==> src/sv/serial_command_line_assembler_unit_macros.svh <==
// ----------------------------------------------------------------------------
// Assertion macros for the serial command line assembler
// Shared same-cycle-implication and next-cycle-implication property wrappers.
// ----------------------------------------------------------------------------
`ifndef SERIAL_COMMAND_LINE_ASSEMBLER_UNIT_MACROS_SVH
`define SERIAL_COMMAND_LINE_ASSEMBLER_UNIT_MACROS_SVH

// same-cycle implication, disabled during reset
`define SCLA_ASSERT_NOW(label, clk, rst_n, ante, cons) \
	label: assert property (@(posedge clk) disable iff (!rst_n) (ante) |-> (cons)) \
		else $error("scla assertion failed");

// next-cycle implication, disabled during reset
`define SCLA_ASSERT_NEXT(label, clk, rst_n, ante, cons) \
	label: assert property (@(posedge clk) disable iff (!rst_n) (ante) |=> (cons)) \
		else $error("scla assertion failed");

`endif

==> src/sv/scla_pkg.sv <==
// ----------------------------------------------------------------------------
// Serial command line assembler package
// Sizes, character codes, opcodes, record kinds and register map.
// ----------------------------------------------------------------------------
package scla_pkg;

	// line buffer and slot ring
	localparam int LINE_BYTES = 64;
	localparam int SLOTS      = 2;
	localparam int FILL_W     = $clog2(LINE_BYTES);
	localparam int SLOT_W     = $clog2(SLOTS);

	// payload widths
	localparam int CHAR_W = 8;
	localparam int LEN_W  = 6;
	localparam int CFG_W  = 7;

	// configuration port
	localparam int PADDR_W = 3;
	localparam int PDATA_W = 32;

	// character codes
	localparam logic [CHAR_W-1:0] CODE_CR = 8'd13;
	localparam logic [CHAR_W-1:0] CODE_BS = 8'd8;

	// input opcodes
	localparam logic OP_CHAR    = 1'b0;
	localparam logic OP_RELEASE = 1'b1;

	// record kinds
	localparam logic KIND_BYTE = 1'b0;
	localparam logic KIND_END  = 1'b1;

	// register indexes (selected by paddr[2])
	localparam logic REG_MIN = 1'b0;
	localparam logic REG_MAX = 1'b1;

	// register reset values
	localparam logic [CFG_W-1:0] MIN_RESET = 7'd32;
	localparam logic [CFG_W-1:0] MAX_RESET = 7'd127;

	// advance a ring slot index with wrap
	function automatic logic [SLOT_W-1:0] next_slot(input logic [SLOT_W-1:0] s);
		logic [SLOT_W-1:0] n;
		if (s == SLOT_W'(SLOTS - 1)) begin
			n = '0;
		end else begin
			n = s + 1'b1;
		end
		return n;
	endfunction

endpackage

==> src/sv/scla_if.sv <==
// ----------------------------------------------------------------------------
// Serial command line assembler channel interfaces
// Valid/ready channels for input commands and output line records.
// ----------------------------------------------------------------------------
interface scla_cmd_if;
	import scla_pkg::*;

	logic              valid;
	logic              ready;
	logic              opcode;
	logic [CHAR_W-1:0] char_in;

	modport source (output valid, output opcode, output char_in, input ready);
	modport sink   (input valid, input opcode, input char_in, output ready);
endinterface

interface scla_rec_if;
	import scla_pkg::*;

	logic              valid;
	logic              ready;
	logic              kind;
	logic [CHAR_W-1:0] data_byte;
	logic [LEN_W-1:0]  line_length;
	logic              last;

	modport source (output valid, output kind, output data_byte, output line_length,
		output last, input ready);
	modport sink   (input valid, input kind, input data_byte, input line_length,
		input last, output ready);
endinterface

==> src/sv/scla_ram.sv <==
// ----------------------------------------------------------------------------
// Generic synchronous RAM
// One write port and one read port, read data registered.
// ----------------------------------------------------------------------------
module scla_ram #(
	parameter int WIDTH = 8,
	parameter int DEPTH = 64
) (
	input  logic                     clk,
	input  logic                     we,
	input  logic [$clog2(DEPTH)-1:0] waddr,
	input  logic [WIDTH-1:0]         wdata,
	input  logic                     re,
	input  logic [$clog2(DEPTH)-1:0] raddr,
	output logic [WIDTH-1:0]         rdata
);

	logic [WIDTH-1:0] mem [DEPTH];

	// write port
	always_ff @(posedge clk) begin
		if (we) begin
			mem[waddr] <= wdata;
		end
	end

	// registered read port, holds when not enabled
	always_ff @(posedge clk) begin
		if (re) begin
			rdata <= mem[raddr];
		end
	end

endmodule

==> src/sv/serial_command_line_assembler_unit.sv <==
// ----------------------------------------------------------------------------
// Serial command line assembler
// Builds command lines from received characters and replays finished lines.
// ----------------------------------------------------------------------------
// Usage:
//   cmd carries one transaction per received character (opcode 0) or per
//   release of the oldest line slot (opcode 1). rec carries the replayed
//   line: one byte record per stored byte, then an end record with the
//   length and last set. min_printable / max_printable sit at byte
//   addresses 0 and 4 of the APB port; they are to be written while idle,
//   which the block does not enforce. A non-return character or a release
//   leaves cmd.ready high. A carriage return holds cmd.ready low while the
//   line is replayed: after the ST_READ state covers the registered RAM
//   read, bytes go out one per cycle while rec does not stall, paced by the
//   line RAM's single read port; an empty line goes straight to ST_END.
//   Results go out through an output register, so the next character is
//   taken while the end record still waits on rec.
//   A stall on rec freezes the replay; nothing is dropped.
//   Reset clears the fill count, both slot pointers, the sequencer and the
//   output register and loads the register defaults (32 and 127). The line
//   RAM needs no clearing: only written entries are ever replayed.
// ----------------------------------------------------------------------------
`include "serial_command_line_assembler_unit_macros.svh"

module serial_command_line_assembler_unit (
	input  logic                          clk,
	input  logic                          arst_n,
	scla_cmd_if.sink                      cmd,
	scla_rec_if.source                    rec,
	input  logic                          psel,
	input  logic                          penable,
	input  logic                          pwrite,
	input  logic [scla_pkg::PADDR_W-1:0]  paddr,
	input  logic [scla_pkg::PDATA_W-1:0]  pwdata,
	output logic [scla_pkg::PDATA_W-1:0]  prdata,
	output logic                          pready
);
	import scla_pkg::*;

	typedef enum logic [1:0] {
		ST_IDLE,
		ST_READ,
		ST_EMIT,
		ST_END
	} state_t;

	state_t              state_q;
	logic [FILL_W-1:0]   fill_q;
	logic [FILL_W-1:0]   len_q;
	logic [FILL_W-1:0]   idx_q;
	logic [SLOT_W-1:0]   wr_slot_q;
	logic [SLOT_W-1:0]   rel_slot_q;
	logic [CFG_W-1:0]    min_q;
	logic [CFG_W-1:0]    max_q;

	logic                out_valid_q;
	logic                out_kind_q;
	logic [CHAR_W-1:0]   out_byte_q;
	logic [LEN_W-1:0]    out_len_q;
	logic                out_last_q;

	logic                cmd_fire;
	logic                out_free;
	logic                ring_full;
	logic                is_print;
	logic                is_cr;
	logic                is_bs;
	logic                char_live;
	logic                ram_we;
	logic                ram_re;
	logic [FILL_W-1:0]   ram_raddr;
	logic [CHAR_W-1:0]   ram_rdata;
	logic                cfg_wr;

	// configuration registers
	assign pready = 1'b1;
	assign cfg_wr = psel && penable && pwrite && pready;

	always_ff @(posedge clk or negedge arst_n) begin
		if (!arst_n) begin
			min_q <= MIN_RESET;
			max_q <= MAX_RESET;
		end else if (cfg_wr) begin
			case (paddr[2])
				REG_MIN: min_q <= pwdata[CFG_W-1:0];
				REG_MAX: max_q <= pwdata[CFG_W-1:0];
				default: ;
			endcase
		end
	end

	always_comb begin
		case (paddr[2])
			REG_MIN: prdata = PDATA_W'(min_q);
			REG_MAX: prdata = PDATA_W'(max_q);
			default: prdata = '0;
		endcase
	end

	// character classification
	assign cmd.ready = (state_q == ST_IDLE);
	assign cmd_fire  = cmd.valid && cmd.ready;
	assign ring_full = (next_slot(wr_slot_q) == rel_slot_q);
	assign is_cr     = (cmd.char_in == CODE_CR);
	assign is_bs     = (cmd.char_in == CODE_BS);
	assign is_print  = !cmd.char_in[CHAR_W-1]
		&& (cmd.char_in[CFG_W-1:0] >= min_q) && (cmd.char_in[CFG_W-1:0] <= max_q);
	assign char_live = cmd_fire && (cmd.opcode == OP_CHAR) && !ring_full;

	// output register can take a record this cycle
	assign out_free = !out_valid_q || rec.ready;

	// line store access: append on write port, replay on read port
	assign ram_we    = char_live && !is_cr && !is_bs && is_print;
	assign ram_re    = (state_q == ST_READ)
		|| ((state_q == ST_EMIT) && out_free && (idx_q != len_q - 1'b1));
	assign ram_raddr = (state_q == ST_READ) ? idx_q : idx_q + 1'b1;

	scla_ram #(
		.WIDTH (CHAR_W),
		.DEPTH (LINE_BYTES)
	) u_line_ram (
		.clk   (clk),
		.we    (ram_we),
		.waddr (fill_q),
		.wdata (cmd.char_in),
		.re    (ram_re),
		.raddr (ram_raddr),
		.rdata (ram_rdata)
	);

	// sequencer, line state and output register
	always_ff @(posedge clk or negedge arst_n) begin
		if (!arst_n) begin
			state_q     <= ST_IDLE;
			fill_q      <= '0;
			len_q       <= '0;
			idx_q       <= '0;
			wr_slot_q   <= '0;
			rel_slot_q  <= '0;
			out_valid_q <= 1'b0;
			out_kind_q  <= KIND_BYTE;
			out_byte_q  <= '0;
			out_len_q   <= '0;
			out_last_q  <= 1'b0;
		end else begin
			if (rec.ready) begin
				out_valid_q <= 1'b0;
			end
			case (state_q)
				ST_IDLE: begin
					if (cmd_fire && (cmd.opcode == OP_RELEASE)) begin
						if (wr_slot_q != rel_slot_q) begin
							rel_slot_q <= next_slot(rel_slot_q);
						end
					end else if (char_live) begin
						if (is_cr) begin
							len_q     <= fill_q;
							idx_q     <= '0;
							fill_q    <= '0;
							wr_slot_q <= next_slot(wr_slot_q);
							state_q   <= (fill_q == '0) ? ST_END : ST_READ;
						end else if (is_bs) begin
							if (fill_q != '0) begin
								fill_q <= fill_q - 1'b1;
							end
						end else if (is_print) begin
							// a line that reaches the buffer size is dropped
							if (fill_q == FILL_W'(LINE_BYTES - 1)) begin
								fill_q <= '0;
							end else begin
								fill_q <= fill_q + 1'b1;
							end
						end
					end
				end
				ST_READ: begin
					state_q <= ST_EMIT;
				end
				ST_EMIT: begin
					if (out_free) begin
						out_valid_q <= 1'b1;
						out_kind_q  <= KIND_BYTE;
						out_byte_q  <= ram_rdata;
						out_len_q   <= '0;
						out_last_q  <= 1'b0;
						if (idx_q == len_q - 1'b1) begin
							state_q <= ST_END;
						end else begin
							idx_q <= idx_q + 1'b1;
						end
					end
				end
				ST_END: begin
					if (out_free) begin
						out_valid_q <= 1'b1;
						out_kind_q  <= KIND_END;
						out_byte_q  <= '0;
						out_len_q   <= LEN_W'(len_q);
						out_last_q  <= 1'b1;
						state_q     <= ST_IDLE;
					end
				end
				default: state_q <= ST_IDLE;
			endcase
		end
	end

	assign rec.valid       = out_valid_q;
	assign rec.kind        = out_kind_q;
	assign rec.data_byte   = out_byte_q;
	assign rec.line_length = out_len_q;
	assign rec.last        = out_last_q;

	// replay index stays inside the finished line
	`SCLA_ASSERT_NOW(a_idx_in_line, clk, arst_n, (state_q == ST_EMIT) || (state_q == ST_READ), idx_q < len_q)

	// a live carriage return takes the next ring slot
	`SCLA_ASSERT_NEXT(a_cr_takes_slot, clk, arst_n, char_live && is_cr, wr_slot_q != $past(wr_slot_q))

	// a release with a pending line frees the oldest slot
	`SCLA_ASSERT_NEXT(a_release_frees, clk, arst_n, cmd_fire && (cmd.opcode == OP_RELEASE) && (wr_slot_q != rel_slot_q), rel_slot_q == $past(next_slot(rel_slot_q)))

	// byte records carry no length and never close the run
	`SCLA_ASSERT_NOW(a_byte_rec_shape, clk, arst_n, out_valid_q && (out_kind_q == KIND_BYTE), !out_last_q && (out_len_q == '0))

endmodule

==> src/flat_wrapper.sv <==
// flat-port wrapper written by rule: the top's interface ports become plain ports
module serial_command_line_assembler_unit_flat import scla_pkg::*;
  (clk, arst_n, psel, penable, pwrite, paddr, pwdata, prdata, pready, cmd_valid, cmd_opcode, cmd_char_in, cmd_ready, rec_valid, rec_kind, rec_data_byte, rec_line_length, rec_last, rec_ready);
  scla_cmd_if cmd_i ();
  scla_rec_if rec_i ();
  input  logic clk;
  input  logic arst_n;
  input  logic psel;
  input  logic penable;
  input  logic pwrite;
  input  logic [scla_pkg::PADDR_W-1:0] paddr;
  input  logic [scla_pkg::PDATA_W-1:0] pwdata;
  output logic [scla_pkg::PDATA_W-1:0] prdata;
  output logic pready;
  input wire logic [$bits(cmd_i.valid)-1:0] cmd_valid;
  input wire logic [$bits(cmd_i.opcode)-1:0] cmd_opcode;
  input wire logic [$bits(cmd_i.char_in)-1:0] cmd_char_in;
  output wire logic [$bits(cmd_i.ready)-1:0] cmd_ready;
  output wire logic [$bits(rec_i.valid)-1:0] rec_valid;
  output wire logic [$bits(rec_i.kind)-1:0] rec_kind;
  output wire logic [$bits(rec_i.data_byte)-1:0] rec_data_byte;
  output wire logic [$bits(rec_i.line_length)-1:0] rec_line_length;
  output wire logic [$bits(rec_i.last)-1:0] rec_last;
  input wire logic [$bits(rec_i.ready)-1:0] rec_ready;
  assign cmd_i.valid = cmd_valid;
  assign cmd_i.opcode = cmd_opcode;
  assign cmd_i.char_in = cmd_char_in;
  assign cmd_ready = cmd_i.ready;
  assign rec_valid = rec_i.valid;
  assign rec_kind = rec_i.kind;
  assign rec_data_byte = rec_i.data_byte;
  assign rec_line_length = rec_i.line_length;
  assign rec_last = rec_i.last;
  assign rec_i.ready = rec_ready;
  serial_command_line_assembler_unit u_core (.clk(clk), .arst_n(arst_n), .cmd(cmd_i), .rec(rec_i), .psel(psel), .penable(penable), .pwrite(pwrite), .paddr(paddr), .pwdata(pwdata), .prdata(prdata), .pready(pready));
endmodule
==> config.mk <==
export PLATFORM = sky130hd
export DESIGN_NAME = serial_command_line_assembler_unit_flat
export DESIGN_NICKNAME = d
export VERILOG_FILES = /design/src/sv/scla_pkg.sv /design/src/sv/scla_if.sv /design/src/sv/scla_ram.sv /design/src/sv/serial_command_line_assembler_unit.sv /design/src/flat_wrapper.sv
export VERILOG_INCLUDE_DIRS = /design/src /design/src/sv
export SDC_FILE = /design/constraint.sdc
export NUM_CORES = 1
export LEC_CHECK = 0
export CAP_MARGIN = 20
export CORE_MARGIN = 5
export CORE_UTILIZATION = 58
export CTS_BUF_LIST = sky130_fd_sc_hd__clkbuf_16
export CTS_CLUSTER_DIAMETER = 80
export DETAILED_ROUTE_END_ITERATION = 7
export DONT_BUFFER_PORTS = 1
export PLACE_DENSITY = 0.87
export SLEW_MARGIN = 5
export SYNTH_ARGS = -nofsm -noshare
export SYNTH_HDL_FRONTEND = slang
export SYNTH_SLANG_ARGS = --single-unit
==> constraint.sdc <==
create_clock -name clk -period 3.1 [get_ports clk]
set_clock_uncertainty 0.15 [all_clocks]
set_input_delay 0.465 -clock clk [delete_from_list [all_inputs] [get_ports clk]]
set_output_delay 0.465 -clock clk [all_outputs]
set_load 0.02 [all_outputs]
==> summary.txt, run 1 <==
Finish
  • Fillers: 2881
  • Total inserted antenna cells: 0
  • Layout cells sized above 1: 0.286
  • Final #Nets: 1855
  • Post-Layout Cell Count: 2441
  • Most common cell after layout, fill and taps aside: edfxtp_1
  • Most frequent cells in the layout: 520 x edfxtp_1, 220 x mux4_2, 164 x mux2i_1, 110 x buf_4, 75 x nor2_1
  • Area Growth Syn to Fin: 13.8%

Floorplan
  • Core Area: 47600 sq um
  • Core Rows: 80
  • Total die area: 52600 sq um
  • Die height: around 230 um
  • DIE WIDTH: 229 um
  • Ports: a little over 100
  • Initial core utilization: 0.586

STA
  • Final setup fails: 0
  • Final TNS setup: 0 ps
  • Worst relative slew slack: 0.331
  • Min Tclk post-route: between 3000 and 4000 ps
  • Final Slew Violations: 0
  • Final Hold Fails: 0
  • Period utilization: 0.982
  • RSZ-0062 raised after global routing: yes
  • Max Clock Freq: 0.328 GHz
  • Tightest Pin Transition: 1000 ps

Setup path
  • Worst setup EP type: flip-flop
  • CP max FO: 8
  • Crit path DAT: 3220 ps
  • Required time worst endpoint: 3280 ps
  • CP startpoint kind: flip-flop
  • Kind of critical path: reg2reg

Clocking
  • CTS tree: built
  • Skew-Pair Late Insertion Delay: 600 ps
  • Max Root-Sink Buffers: 3
  • CTS Buf Count: 57
  • H-tree depth: 2
  • Root buf cell: clkbuf_16
  • # clock sinks: 572
  • Clock-pin slew on the worst setup and hold paths: about 60 ps

Yosys
  • Mapped Avg Cell Area: 16.6 sq um
  • Seq/Total Area, Yosys: 0.606
  • #FFs+latches synth: 572
  • Unique masters post-synth: 73
  • Post-synth ARST share: 0.0909
  • Post-Syn Instances: ~1700
  • Post-synth top flop: edfxtp_1
  • Synthesized area: 27900 sq um
  • Synthesis Warnings: 0
  • EDFF count, synth: 520

Status
  • Status: complete, no violations

Worst hold path
  • Worst hold-check path type: in2reg

Global route
  • Global routing usage on met1: 0.356
  • Met2 usage: 0.439
  • Antenna violations before repair: 1
  • First-pass GRT wire length: 108000 um
  • Gr busiest metal: met2
  • Vias in the first global route: around 18000
  • GRT Overall Usage: 0.269
  • Gr ovfl total: 0
  • Largest net degree at the start of global routing: 83
  • Met3 Use GR: 0.0568

Placement
  • Routability congestion estimate from global placement: 0.912
  • IO buf count: 0
  • DP HPWL: 42300 um
  • Post-Place Cells: 2313

Route
  • Vias: about 17000
  • Final WL: roughly 70000 um
  • Drt first pass iters: 8
  • DR iter-0 viols: 2705
  • Routed Antenna Nets: 0
  • DR vias/cell: 7.16
  • DRC: 0
  • DR WL/cell: between 20 and 30 um

Power and ir drop
  • PwrDens: 855 nW/um^2
  • Maximum VDD drop: just over 0.8 mV
  • LEAKAGE: 0.0107 uW

Job
  • Max Cap Viol: 0
## synthesized netlist by cell type, types with 3 or more instances
cell,instances,area [sq um]
or2_2,5,31.3
nand3_1,40,200
clkbuf_1,43,161
buf_4,29,218
nand4_1,11,68.8
nor2b_1,20,125
buf_2,45,225
nor2_1,84,315
o22ai_1,20,125
nand2_1,56,210
xnor2_1,5,43.8
nor3_1,8,40.0
dfstp_2,8,210
or3_1,7,43.8
a22o_1,7,61.3
a22oi_1,68,510
a21oi_1,38,190
dfrtp_1,44,1100
mux2_2,22,248
inv_1,23,86.3
edfxtp_1,520,15600
nand2b_1,14,87.6
nand3b_1,7,52.6
and2_1,3,18.8
o22a_1,4,35.0
a211oi_1,17,128
ha_1,22,275
o21bai_1,3,22.5
nor4b_1,3,26.3
mux2i_1,164,1640
o21ai_0,44,220
mux4_2,220,4950
o31ai_1,3,22.5
o32a_1,5,50.1
xor2_1,5,43.8
buf_1,19,71.3
## path summary, 6_finish.rpt
path | from | to | slack (ps) | depth (start not counted)
max | u_core.max_q[4] | u_core.u_line_ram.mem[30][4] | 60 | 10
min | rec_ready | u_core.state_q[0] | 30 | 3
max reg2reg | u_core.max_q[4] | u_core.u_line_ram.mem[30][4] | 60 | 10
min reg2reg | u_core.min_q[1] | u_core.min_q[1] | 360 | 1
max in group asynchronous | arst_n | u_core.max_q[2] | 2150 | 2
min in group asynchronous | arst_n | u_core.rec.data_byte[6] | 330 | 2
## routing by layer
layer | vias up | share of wire
li1 | 7052 | -
met1 | 8774 | 0.34
met2 | 1405 | 0.49
met3 | 244 | 0.12
met4 | 0 | 0.051
met5 | - | 0
## sequential cells by signal, summed over array words and instances, names as in the netlist
| name | count |
|---|---|
| u_core.fill_q | 6 |
| u_core.idx_q | 6 |
| u_core.len_q | 6 |
| u_core.max_q | 7 |
| u_core.min_q | 7 |
| u_core.rec.data_byte | 8 |
| u_core.rec.kind | 1 |
| u_core.rec.line_length | 6 |
| u_core.rec.valid | 1 |
| u_core.rel_slot_q | 1 |
| u_core.state_q | 2 |
| u_core.u_line_ram.mem | 512 |
| u_core.u_line_ram.rdata | 8 |
| u_core.wr_slot_q | 1 |
## cell families after synthesis
kind of cell    count (synthesis)  share of synthesized area
flops                         572                      0.606
simple gates                  278                     0.0506
buf+inv                       163                     0.0291
fa+ha+maj                      22                    0.00986
xor+xnor                       10                    0.00314
mux                           406                      0.245
compound gates                231                     0.0557
other cells                     2                   0.000269
## what timing repair did
item | 4_1_cts | 5_1_grt
buffers inserted | 4 | 0
pin swaps | 2 | 0
endpoints found under the setup margin | 197 | 353
gates cloned | 0 | 2
gates resized for setup | 4 | 19
endpoints found under the hold margin | 579 | 0
hold buffers | 19 | 0
## cell type report
type | instances | area (sq um) | share of cell area
Clock buffer | 58 | 1450 | 0.0457
Clock inverter | 45 | 414 | 0.0130
Inverter | 23 | 86.3 | 0.00272
Multi-Input combinational cell | 973 | 10400 | 0.328
Sequential cell | 572 | 16900 | 0.533
Tap cell | 615 | 769 | 0.0242
Timing Repair Buffer | 155 | 1710 | 0.0538
## worst max-delay path: stages (launching register included)
cell	delay, ps
dfstp_2	540
inv_1	40
ha_1	280
a211oi_1	230
o21bai_1	100
o22a_2	230
nor4_4	250
or3b_1	390
buf_4	210
nor2_2	170
buf_12	160
## power breakdown
part           internal (uW)  total [uW]  switching (uW)
Sequential              8710        9000             295
Combinational           5120       11200            6120
Clock                   4040        6920            2870
## per-stage QoR
step	util	hold slack [ps]	instance area [sq um]	setup WS (ps)	total power, uW
after global routing	0.667	32.9	31800	-19.4	28200
final	0.667	31.4	31800	55.4	27200
after detailed placement	0.617	21.0	29400	-57.6	19700
after floorplan	-	19.4	28000	7.00	16700
after CTS	0.664	2.14	31600	39.4	26800
after global placement	0.617	21.1	29400	7.88	19300
Note: power is estimated with default switching activity, not from simulation.
==> run 2, diff against run 1 <==
--- a/config.mk
+++ b/config.mk
@@ -7,13 +7,15 @@
 export NUM_CORES = 1
 export LEC_CHECK = 0
 export CAP_MARGIN = 20
+export CELL_PAD_IN_SITES_DETAIL_PLACEMENT = 0
+export CELL_PAD_IN_SITES_GLOBAL_PLACEMENT = 2
 export CORE_MARGIN = 5
-export CORE_UTILIZATION = 58
+export CORE_UTILIZATION = 44
 export CTS_BUF_LIST = sky130_fd_sc_hd__clkbuf_16
 export CTS_CLUSTER_DIAMETER = 80
 export DETAILED_ROUTE_END_ITERATION = 7
 export DONT_BUFFER_PORTS = 1
-export PLACE_DENSITY = 0.87
+export PLACE_DENSITY = 0.88
 export SLEW_MARGIN = 5
 export SYNTH_ARGS = -nofsm -noshare
 export SYNTH_HDL_FRONTEND = slang
==> run 2 against run 1 <==
Worst hold slack improved by 41 ps. Setup slack improved by 68 ps. Combinational power barely moved. Routed wire length fell by 4.8%. Critical path depth did not move. Global-route usage fell by 6.9 points. Cell count rose by 11%. Flip-flop and latch count did not move. Sequential power barely moved. Highest routed layer unchanged.
==> summary.txt, run 2 (same netlist as run 1, synthesis figures left out) <==
Placement
  • IO buf count: 0 (unchanged)
  • Post-DP Area: 30000 sq um (+2.1%)
  • DP HPWL: 43500 um (+2.9%)
  • Routability congestion estimate from global placement: 0.825 (-9.6%)

Setup path
  • Critical path, cell by cell: inv_1 > ha_1 > a211oi_1 > o21bai_1 > o22a_2 > nor4_4 > or3b_4 > buf_6 > nor2_2 > buf_12
  • CP max-delay cell: dfstp_2
  • CP startpoint kind: flip-flop
  • Worst setup EP type: flip-flop
  • Crit path DAT: 3150 ps (-70 ps)
  • Bufs and invs on worst path: 3 (unchanged)
  • Max stage delay on crit path: 530 ps (about the same)
  • CP top delay family: simple AND/OR/NAND/NOR gates
  • Kind of critical path: reg2reg
  • CP max FO: 8 (unchanged)
  • Required time worst endpoint: 3270 ps (about the same)

STA
  • Tightest Pin Transition: 891 ps (-110 ps)
  • Final Slew Violations: 0 (unchanged)
  • Min Tclk post-route: 2980 ps (-68.1 ps)
  • Final Hold Fails: 0 (unchanged)
  • Max Clock Freq: 0.336 GHz (+2.3%)
  • Final TNS setup: 0 ps (unchanged)
  • Hold Slack: 72.5 ps (+41.1 ps)
  • Worst relative slew slack: 0.405 (+0.0738)
  • Final setup fails: 0 (unchanged)
  • Period utilization: 0.960 (-0.0220)

Route
  • DR vias/cell: 6.01 (-16%)
  • DR iter-0 viols: 1585 (-41%)
  • Final WL: 68400 um (-4.8%)
  • Drt first pass iters: 5 (-3)
  • Vias: 16300 (-6.6%)
  • Routed Antenna Nets: 0 (unchanged)
  • DRC: 0 (unchanged)
  • DR WL/cell: 25.2 um (-14%)

Global route
  • Gr ovfl total: 0 (unchanged)
  • Vias in the first global route: 16600 (-5.3%)
  • First-pass GRT wire length: 104000 um (-4.1%)
  • Largest net degree at the start of global routing: 68 (-18%)
  • Antenna violations before repair: 0 (-1)
  • GRT Overall Usage: 0.200 (-0.0686)

Floorplan
  • Initial core utilization: 0.443 (-0.143)
  • Core Rows: 92 (+15%)
  • DIE WIDTH: 262 um (+14%)
  • Core Area: 63000 sq um (+32%)
  • Total die area: 68600 sq um (+30%)
  • Die height: 262 um (+14%)
  • Ports: 102 (unchanged)

Power and ir drop
  • LEAKAGE: 0.0109 uW (+1.7%)
  • Comb power frac: 0.415 (about the same)
  • Final Power: 27100 uW (-0.14%)
  • Clock Power Share: 0.254 (about the same)
  • PwrDens: 838 nW/um^2 (-2.0%)
  • Reg power frac: 0.331 (about the same)
  • Psw: 9150 uW (-1.4%)
  • Switching Share: 0.337 (-0.00445)
  • Maximum VDD drop: 0.434 mV (-46%)
  • Int Power: 18000 uW (+0.54%)

Clocking
  • Max Root-Sink Buffers: 3 (unchanged)
  • Clock-pin slew on the worst setup and hold paths: 60 ps (about the same)
  • CTS tree: built
  • H-tree depth: 2 (unchanged)
  • Root buf cell: clkbuf_16
  • # clock sinks: 572 (unchanged)
  • Skew-Pair Late Insertion Delay: 630 ps (+30 ps)
  • CTS Buf Count: 58 (+1.8%)

Job
  • Max Cap Viol: 0 (unchanged)

Finish
  • Total inserted antenna cells: 0 (unchanged)
  • Most frequent cells in the layout: 520 x edfxtp_1, 220 x mux4_2, 164 x mux2i_1, 140 x buf_4, 76 x nor2_1
  • Most common cell after layout, fill and taps aside: edfxtp_1
  • Area Growth Syn to Fin: 15.9%
  • Final #Nets: 1894 (+2.1%)
  • Most flops, register: u_core.u_line_ram.mem
  • Post-route cell area: 32400 sq um (+1.9%)
  • Layout cells sized above 1: 0.298 (+0.0118)
  • Max reg flops: 512 (unchanged)

Status
  • Status: complete, no violations

Worst hold path
  • Worst hold-check path type: in2reg
-- run 2: worst register-to-register path: cells and delay by family (launching register included) --
kind | cells | cell delay [ps]
buffers and inverters | 3 | 360
DFF | 1 | 530
adders and majority gates | 1 | 280
and+or+nand+nor | 3 | 770
AOI/OAI and AO/OA | 3 | 570
-- run 2: area by class of cell --
type	instances	area, sq um
Timing Repair Buffer	193	2020
Tap cell	846	1060
Multi-Input combinational cell	973	10400
Clock inverter	52	442
Fill cell	5050	30600
Inverter	23	86.3
Sequential cell	572	16900
Clock buffer	58	1450
-- run 2: timing repair --
item | CTS | global route
pin swaps | 0 | 3
hold buffers | 21 | 0
buffers inserted | 1 | 3
endpoints found under the hold margin | 580 | 0
gates cloned | 0 | 0
setup endpoints to repair | 235 | 498
gates resized for setup | 3 | 17
-- run 2: per-layer routing --
layer	share of wire	wire length, um	global-route usage
met1	0.41	28000	0.278
met2	0.48	33100	0.327
met3	0.079	5380	0.0350
met4	0.028	1890	0.0613
met5	0	0	0
-- run 2: final timing paths --
check / from / endpoint / slack, ps / cells past startpoint
worst max-delay path: u_core.max_q[4] / u_core.u_line_ram.mem[30][1] / 120 / 10
max in group asynchronous: arst_n / u_core.idx_q[1] / 2310 / 2
worst max register to register: u_core.max_q[4] / u_core.u_line_ram.mem[30][1] / 120 / 10
min in group asynchronous: arst_n / u_core.min_q[0] / 180 / 2
worst min-delay path: cmd_char_in[7] / u_core.u_line_ram.mem[50][7] / 70 / 1
worst min register to register: u_core.min_q[6] / u_core.min_q[6] / 350 / 1
-- run 2: stage by stage --
step	util	instances	setup slack, ps
floorplan	-	1708	7.00
global placement	0.476	2582	-22.5
detailed placement	0.476	2582	-39.9
CTS	0.513	2714	7.53
global route	0.514	2717	-2.47
finish	0.514	2717	124
-- run 2: power groups by stage --
stage	Combinational, uW	Sequential, uW	Clock, uW
after floorplan	7650	9040	0
after global placement	10900	9140	0
after detailed placement	11000	9150	0
after CTS	11200	8990	7020
after global routing	12100	9020	7370
final	11300	8990	6880
==> run 3, diff against run 2 <==
--- a/config.mk
+++ b/config.mk
@@ -10,12 +10,12 @@
 export CELL_PAD_IN_SITES_DETAIL_PLACEMENT = 0
 export CELL_PAD_IN_SITES_GLOBAL_PLACEMENT = 2
 export CORE_MARGIN = 5
-export CORE_UTILIZATION = 44
+export CORE_UTILIZATION = 48
 export CTS_BUF_LIST = sky130_fd_sc_hd__clkbuf_16
 export CTS_CLUSTER_DIAMETER = 80
 export DETAILED_ROUTE_END_ITERATION = 7
 export DONT_BUFFER_PORTS = 1
-export PLACE_DENSITY = 0.88
+export PLACE_DENSITY = 0.9
 export SLEW_MARGIN = 5
 export SYNTH_ARGS = -nofsm -noshare
 export SYNTH_HDL_FRONTEND = slang
==> constraint.sdc (replaced) <==
create_clock -name clk -period 2.88 [get_ports clk]
set_clock_uncertainty 0.15 [all_clocks]
set_input_delay 0.432 -clock clk [delete_from_list [all_inputs] [get_ports clk]]
set_output_delay 0.432 -clock clk [all_outputs]
set_load 0.02 [all_outputs]
==> run 3 against run 2 <==
The flow now finishes with violations (setup timing). Via count increased by 3.4%. Power increased by 15%. Highest routed layer unchanged. Setup slack got worse by 130 ps. Fmax increased by 2.9%. Non-clock buffer count increased by 35. Combinational power increased by 19%. Largest power group unchanged. Critical path type unchanged. Worst hold slack got worse by 53 ps.
==> summary.txt, run 3 (same netlist as run 1, synthesis figures left out) <==
Clocking
  • H-tree depth: 2 (unchanged)
  • Skew-Pair Late Insertion Delay: 630 ps (about the same)
  • Max Root-Sink Buffers: 3 (unchanged)
  • # clock sinks: 572 (unchanged)
  • CTS tree: built
  • Clock-pin slew on the worst setup and hold paths: 60 ps (about the same)
  • CTS Buf Count: 59 (+1.7%)
  • Root buf cell: clkbuf_16

Global route
  • Largest net degree at the start of global routing: 66 (-2.9%)
  • First-pass GRT wire length: 104000 um (about the same)
  • GRT Overall Usage: 0.216 (+0.0157)
  • Met2 usage: 0.350 (+0.0225)
  • Gr busiest metal: met2
  • Gr ovfl total: 0 (unchanged)
  • Vias in the first global route: 16700 (+0.17%)
  • Antenna violations before repair: 1 (+1)
  • Global routing usage on met1: 0.293 (+0.0152)
  • Met3 Use GR: 0.0564 (+0.0214)

Route
  • Vias: 16900 (+3.4%)
  • Drt first pass iters: 5 (unchanged)
  • DR vias/cell: 6.32 (+5.3%)
  • Routed Antenna Nets: 0 (unchanged)
  • Final WL: 71000 um (+3.9%)
  • DRC: 0 (unchanged)
  • DR iter-0 viols: 1705 (+7.6%)
  • DR WL/cell: 26.6 um (+5.8%)

Finish
  • Register Area: 16900 sq um (unchanged)
  • Total inserted antenna cells: 0 (unchanged)
  • Fillers: 4260 (-16%)
  • Final #Nets: 1930 (+1.9%)
  • Max reg flops: 512 (unchanged)
  • Area of the multi-input gates: 10700 sq um (+2.8%)
  • Utilization after layout: 0.576 (+0.0623)
  • Layout cells sized above 1: 0.339 (+0.0412)
  • Most common cell after layout, fill and taps aside: edfxtp_1
  • Most flops, register: u_core.u_line_ram.mem
  • Area Growth Syn to Fin: 19.1%
  • Most frequent cells in the layout: 520 x edfxtp_1, 220 x mux4_2, 150 x buf_4, 147 x mux2i_1, 70 x nor2_1

STA
  • RSZ-0062 raised after global routing: yes
  • Hold Slack: 19.7 ps (-52.8 ps)
  • Min Tclk post-route: 2890 ps (-85.2 ps)
  • Final setup margin: -11.2 ps (-135 ps)
  • Final Hold Fails: 0 (unchanged)
  • Max Clock Freq: 0.346 GHz (+2.9%)
  • Final Slew Violations: 0 (unchanged)
  • Final TNS setup: -11.2 ps (-11.2 ps)
  • Final setup fails: 1 (+1)
  • Period utilization: 1.00 (+0.0438)
  • Worst relative slew slack: 0.416 (+0.0112)
  • Tightest Pin Transition: 876 ps (-15.0 ps)

Power and ir drop
  • Maximum VDD drop: 0.557 mV (+28%)
  • PwrDens: 936 nW/um^2 (+12%)
  • LEAKAGE: 0.0112 uW (+2.9%)

Setup path
  • R2R Setup Slk: -10 ps (-130 ps)
  • Bufs and invs on worst path: 3 (unchanged)
  • CP max FO: 17 (+9)
  • Most frequent CP cell: buf_4
  • Crit path DAT: 3200 ps (+50 ps)
  • Max stage delay on crit path: 520 ps (about the same)
  • Reg2reg start: u_core.state_q[1]
  • Reg2Reg Depth: 9 (-1)
  • CP max-delay cell: and2_1
  • CP top delay family: simple AND/OR/NAND/NOR gates
  • CP startpoint kind: flip-flop
  • Kind of critical path: reg2reg
  • Required time worst endpoint: 3190 ps (-80 ps)
  • Worst setup EP type: flip-flop
  • Setup crit start: u_core.state_q[1]
  • Critical path, cell by cell: inv_2 > ha_4 > buf_4 > and2_1 > buf_4 > a22oi_1 > o21ai_0 > nand2_1 > nand4_1
  • Reg-to-reg endpoint: u_core.u_line_ram.rdata[6]
  • CP Depth: 9 (-1)
  • Worst setup path end: u_core.u_line_ram.rdata[6]

Floorplan
  • Initial core utilization: 0.484 (+0.0405)
  • Core Area: 57700 sq um (-8.4%)
  • Core Rows: 88 (-4.3%)
  • DIE WIDTH: 251 um (-4.1%)
  • Ports: 102 (unchanged)
  • Total die area: 63100 sq um (-8.0%)
  • Die height: 251 um (-4.1%)

Worst hold path
  • Worst hold-check path type: in2reg

Status
  • Status: complete, but fails checks
  • Failing checks: setup timing

Placement
  • IO buf count: 0 (unchanged)
  • Routability congestion estimate from global placement: 0.876 (+6.2%)
  • DP HPWL: 44000 um (+1.1%)

Job
  • Max Cap Viol: 0 (unchanged)
-- run 3: cell count changes in the layout (fill, tap and decap cells not counted), sizes merged --
cell and change:
buf +28, clkbuf +8, inv +3, clkinvlp -2
clkinv -11, bufinv +5, bufbuf +1
-- run 3: repair_timing --
action                     in CTS  in global routing
buffers inserted                6                 17
setup endpoints to repair     275                443
hold buffers                   21                  0
hold endpoints to repair      581                  0
gates cloned                    1                  6
pin swaps                       5                 22
resized for setup              21                 78
-- run 3: cell type report --
type	count	area share
clock inverter	47	0.0159
inverter	23	0.00260
sequential	572	0.509
timing repair buffer	228	0.0775
clock buffer	60	0.0452
tap	765	0.0288
multi-input combinational	973	0.321
-- run 3: how the worst min path moves through the flow --
stage | end | slack (ps) | depth (start not counted) | from
2_1_floorplan | u_core.fill_q[0] | -10 | 0 | arst_n
3_3_place_gp | u_core.min_q[2] | -10 | 0 | arst_n
3_5_place_dp | u_core.min_q[2] | -10 | 0 | arst_n
4_1_cts | u_core.u_line_ram.mem[23][7] | 30 | 1 | cmd_char_in[7]
5_1_grt | u_core.u_line_ram.mem[38][1] | 20 | 1 | cmd_char_in[1]
6_report | u_core.u_line_ram.mem[35][1] | 20 | 1 | cmd_char_in[1]
-- run 3: stage by stage --
step | cell area, sq um | setup WS [ps] | power [uW] | cells
finish | 33300 | -11.2 | 31100 | 2668
global placement | 30000 | -95.8 | 21800 | 2510
detailed placement | 30000 | -133 | 22000 | 2510
global route | 33300 | -28.3 | 32400 | 2668
floorplan | 28100 | 25.6 | 18000 | 1708
CTS | 32600 | 1.02 | 30300 | 2645
-- run 3: metal layers --
metal / wire length [um] / vias up
met1: 28200 / 8778
met4: 2030 / 0
li1: - / 7208
met3: 6680 / 134
met5: 0 / -
met2: 34100 / 754
-- run 3: worst register-to-register path, stage by stage (launching register included) --
cell and delay (ps):
dfrtp_1 410, inv_2 90, ha_4 240, buf_4 310
and2_1 520, buf_4 270, a22oi_1 70, o21ai_0 200
nand2_1 230, nand4_1 240
-- run 3: where the power goes --
part	switching, uW	total [uW]	internal (uW)
clock network	3150	7910	4760
registers	306	9680	9370
logic	6930	13500	6600
